File: config.mk
export PLATFORM = sky130hd
export DESIGN_NAME = sdb_ctrl
export DESIGN_NICKNAME = d
export VERILOG_FILES = /design/src/hw/rtl/sdb_pkg.sv /design/src/hw/rtl/sdb_ctrl.sv
export SDC_FILE = /design/constraint.sdc
export NUM_CORES = 1
export LEC_CHECK = 0
export ABC_AREA = 1
export ABC_CLOCK_PERIOD_IN_PS = 1100
export BUFFER_PORTS_ARGS = -buffer_cell sky130_fd_sc_hd__buf_4
export CORE_AREA = 2 2 39 41
export CTS_CLUSTER_SIZE = 10
export DETAILED_ROUTE_END_ITERATION = 8
export DIE_AREA = 0 0 41 43
export REMOVE_ABC_BUFFERS = 1
export SLEW_MARGIN = 15
export SYNTH_ARGS = -nofsm -noshare
export SYNTH_HDL_FRONTEND = slang
export SYNTH_SLANG_ARGS = --single-unit
File: constraint.sdc
create_clock -name i_clk -period 1.1 [get_ports i_clk]
set_input_delay 0.055 -clock i_clk [delete_from_list [all_inputs] [get_ports i_clk]]
set_output_delay 0.055 -clock i_clk [all_outputs]
set_load 0.03 [all_outputs]
File: src/hw/rtl/sdb_pkg.sv
// shared constants, types and a helper function for the bitmap set difference core
package sdb_pkg;

    localparam int UNIVERSE   = 4096;
    localparam int WORD_BITS  = 64;
    localparam int NWORDS     = UNIVERSE / WORD_BITS;
    localparam int MEMBER_W   = $clog2(UNIVERSE);
    localparam int WORD_W     = $clog2(WORD_BITS);
    localparam int ADDR_W     = MEMBER_W - WORD_W;
    localparam int VALUE_W    = 32;
    localparam int KIND_W     = 2;
    localparam int IN_DATA_W  = 32;
    localparam int OUT_DATA_W = 16;
    localparam int OUT_USER_W = 1;

    localparam logic [KIND_W-1:0] KIND_INSERT = 2'd0;
    localparam logic [KIND_W-1:0] KIND_REMOVE = 2'd1;
    localparam logic [KIND_W-1:0] KIND_DRAIN  = 2'd2;

    typedef enum logic [2:0] {
        ST_IDLE,
        ST_UPDATE,
        ST_SCAN_RD,
        ST_SCAN_CHK,
        ST_EMIT
    } t_state;

    typedef struct packed {
        logic accept;
        logic do_update;
        logic scan_rd;
        logic scan_chk;
        logic emit_load;
    } t_cmd;

    typedef struct packed {
        logic [KIND_W-1:0] kind;
        logic              drain_empty;
        logic              scan_hit;
        logic              scan_end;
        logic              out_free;
    } t_stat;

    function automatic logic [WORD_W-1:0] first_set(input logic [WORD_BITS-1:0] word);
        logic [WORD_W-1:0] pos;
        pos = '0;
        for (int i = WORD_BITS - 1; i >= 0; i--) begin
            if (word[i]) begin
                pos = WORD_W'(i);
            end
        end
        return pos;
    endfunction

endpackage

File: src/hw/rtl/sdb_ctrl.sv
// control state machine sequencing updates, word scans and result hand-off
module sdb_ctrl (
    input  logic          i_clk,
    input  logic          i_rst_n,
    input  logic          i_in_valid,
    output logic          o_in_ready,
    input  sdb_pkg::t_stat i_stat,
    output sdb_pkg::t_cmd  o_cmd
);
    import sdb_pkg::*;

    t_state r_state;
    t_state n_state;

    always_ff @(posedge i_clk) begin
        if (!i_rst_n) begin
            r_state <= ST_IDLE;
        end else begin
            r_state <= n_state;
        end
    end

    always_comb begin
        n_state    = r_state;
        o_in_ready = 1'b0;
        o_cmd      = '0;
        case (r_state)
            ST_IDLE: begin
                o_in_ready = 1'b1;
                if (i_in_valid) begin
                    o_cmd.accept = 1'b1;
                    n_state      = ST_UPDATE;
                end
            end
            ST_UPDATE: begin
                o_cmd.do_update = 1'b1;
                if (i_stat.kind == KIND_DRAIN) begin
                    n_state = i_stat.drain_empty ? ST_EMIT : ST_SCAN_RD;
                end else begin
                    n_state = ST_IDLE;
                end
            end
            ST_SCAN_RD: begin
                o_cmd.scan_rd = 1'b1;
                n_state       = ST_SCAN_CHK;
            end
            ST_SCAN_CHK: begin
                o_cmd.scan_chk = 1'b1;
                if (i_stat.scan_hit || i_stat.scan_end) begin
                    n_state = ST_EMIT;
                end else begin
                    n_state = ST_SCAN_RD;
                end
            end
            ST_EMIT: begin
                if (i_stat.out_free) begin
                    o_cmd.emit_load = 1'b1;
                    n_state         = ST_IDLE;
                end
            end
            default: begin
                n_state = ST_IDLE;
            end
        endcase
    end

endmodule

==> metrics.yaml <==
outcome: "finished with violations"
failed_checks: "negative setup slack"
grt_overflow: 0
hold-path-endpoint: "r_state[2]$_SDFFE_PN0P_"
synth_mux_area_share_pct: 0
syn2layout_area_growth_pct: 72.6
p_int_w: 0.000304
r2r_start: "r_state[0]$_SDFFE_PN0P_"
synth_cell_types: 12
power.switching_w: 0.000124
chipWidth_um: 41
grt_use_met2_pct: 12.5
drt_wl_total_um: 565
dp_cells: 72
critPathSlowestCell: "dfxtp_2"
synth_edf_count: 0
fmax_mhz: 888
swShare_pct: 29.0
clock_skew_ps: 0.727
pre_cts_slack_ps: 155
whs_path_depth: 3
grtUsageTotal_pct: 7.52
grt_max_degree: 7
crit_chain: "inv_2, nand2_4, nor3b_2, buf_4"
viasPerCell: 3.86
power_frac_comb_pct: 27.9
fin_hold_ws_ps: 67.5
cp.required_ps: 1040
slew_headroom_pct: 89.7
cts_buffers: 3
grt_pass1_wl_um: 869
r2r-end: "r_state[2]$_SDFFE_PN0P_"
worstSetupPathType: "register to output pin"
crit_fanout: 5
insertedDiodeCount: 0
synth_cells: 42
vias: 297
grt_use_met1_pct: 6.39
root_buffer: "clkbuf_4"
nNetsFinal: 71
p_clk_share_pct: 44.3
htreeDepth: 1
clk_pin_slew_ps: 30
ys_seq_area_share_pct: 24.4
antenna_found_initial: 0
finalWorstPathRequiredPeriod_ps: 1130
die_height_um: 43
synthAdderAreaFrac_pct: 0
detail-route-antenna-nets: 0
powerDensity_nw_per_um2: 1010
drc: 0
synth_largest_area_cell: "dfxtp_1"
peakVddDrop_v: 0.000480
grt-busiest-layer: "met2"
largest_register: "r_state"
synth-xor-area-share_pct: 0
grt_pass1_vias: 255
worstRegToRegCells: 7
fin_ws_ps: -25.7
cpPeakStageDelay_ps: 330
slew_violations: 0
largestRegisters: "r_state: 3 flops"
rrSetupSlack_ps: 140
finalSetupViolations: 2
synth.most_common_cell: "nand2_1"
ys_async_sr_fraction_pct: 0
power.share.sequential_pct: 27.8
yosys.area.top_type_share_pct: 24.4
fp.coreArea_um2: 1380
final_core_util_pct: 30.7
dr.pass1.iters: 1
synthTopCellsByCount: "nand2_1 (10), nor2_1 (8), inv_1 (6)"
synth_flop_cell: "dfxtp_1"
post-route-period-util_pct: 102
place_area_um2: 372
final_cells: 77
synth_top_family_by_area: "simple AND/OR/NAND/NOR gates"
worstMarginPinSlew_ps: 153
largest_register_ffs: 3
stdcell_area_um2: 425
start_kind: "register"
synthTopCellsByArea: "dfxtp_1 (24%), nand2_1 (15%), nor2_1 (12%), inv_1 (9.1%), nor2_4 (9.1%)"
synthesis.area_um2: 246
cts.sinks: 3
yosysWarnings: 0
cts_tree: "built"
synth-compound-area-share_pct: 0
numPortBuffers: 14
clockBufferDepth: 2
initialDrtViolationCount: 0
hold_path.class: "input port to register"
rows: 14
endpoint_kind: "output pin"
synth.avg_cell_area_um2: 5.87
holdCritStartpoint: "i_rst_n"
place.gp.congestion: 0.637
start_util_pct: 17.8
finalHoldViolCount: 0
synth_seq_cells: 3
dieArea_um2: 1760
grt.met3_usage_pct: 6.28
cts_hold_buffers: 0
cap_viol_max_count: 0
synthSimpleGateAreaFrac_pct: 61.9
io_pins: 15
rsz0062_at_grt: "true"
cp.arrival_ps: 1070
insertion_delay_ps: 230
detail_route.wl_per_cell_um: 7.34
hpwl_um: 446
drive_gt1_share_pct: 50.8
p_leak_nw: 0.227
## final cells by class
| cell class | instances | area [um2] |
|---|---|---|
| multi-input cells | 30 | 158 |
| flip-flops and latches | 3 | 68.8 |
| inverters | 9 | 36.3 |
| clock buffers | 4 | 26.3 |
| fillers | 162 | 958 |
| well taps | 16 | 20.0 |
| repair buffers | 15 | 116 |
## how the worst max path moves through the flow
stage                                  from       end  cells past startpoint  slack (ps)
global placement    r_state[1]$_SDFFE_PN0P_  o_cmd[4]                      4         160
floorplan           r_state[1]$_SDFFE_PN0P_  o_cmd[4]                      3        -160
CTS                 r_state[1]$_SDFFE_PN0P_  o_cmd[4]                      4         -10
detailed placement  r_state[0]$_SDFFE_PN0P_  o_cmd[4]                      4         150
global route        r_state[0]$_SDFFE_PN0P_  o_cmd[4]                      4         -90
finish              r_state[1]$_SDFFE_PN0P_  o_cmd[4]                      4         -30
## placed cells by master (no fill, tap or decap)
cell,Yosys,final
nand2_4,1,1
nand2_1,10,10
nand3_1,4,4
nor2_4,2,2
nor3_1,1,1
clkbuf_1,0,1
inv_1,6,6
nor2_1,8,8
nor2_2,2,2
buf_4,0,14
buf_6,0,1
clkbuf_4,0,3
inv_2,3,2
nand2_2,1,1
dfxtp_4,0,2
nor3b_2,0,1
inv_4,0,1
dfxtp_2,0,1
## through the flow
stage | power, W | TNS, ps
finish | 0.000428 | -29.4
global route | 0.000464 | -223
CTS | 0.000429 | -13.5
detailed placement | 0.000231 | 0
global placement | 0.000230 | 0
floorplan | 0.000185 | -306
## cells by family (layout without fill, tap and decap cells)
kind of cell	Yosys count	count (layout)
simple gates	30	30
buf+inv	9	28
flops	3	3
## worst max-delay path: cells and delay by family, from the launching register on
family        cells  cell delay [ps]
buf+inv           2              250
simple gates      2              260
flops             1              330
## layer usage
layer | part of all wire (%) | vias up
met5 | 0 | -
met4 | 0 | 0
met3 | 6.4 | 0
met2 | 56 | 5
met1 | 37 | 131
li1 | - | 161
## power by group through the flow
stage | registers, W | clock network [W] | logic [W]
6_report | 0.000119 | 0.000189 | 0.000120
5_1_grt | 0.000120 | 0.000214 | 0.000130
4_1_cts | 0.000119 | 0.000199 | 0.000111
3_5_place_dp | 0.000121 | 0 | 0.000109
3_3_place_gp | 0.000121 | 0 | 0.000109
2_1_floorplan | 0.000121 | 0 | 0.0000648
## repair_timing
action / 4_1_cts / 5_1_grt
pin swaps: 0 / 2
endpoints found under the hold margin: 0 / 0
gates resized for setup: 5 / 3
buffers inserted: 0 / 1
endpoints found under the setup margin: 4 / 4
Note: power is estimated with default switching activity, not from simulation.
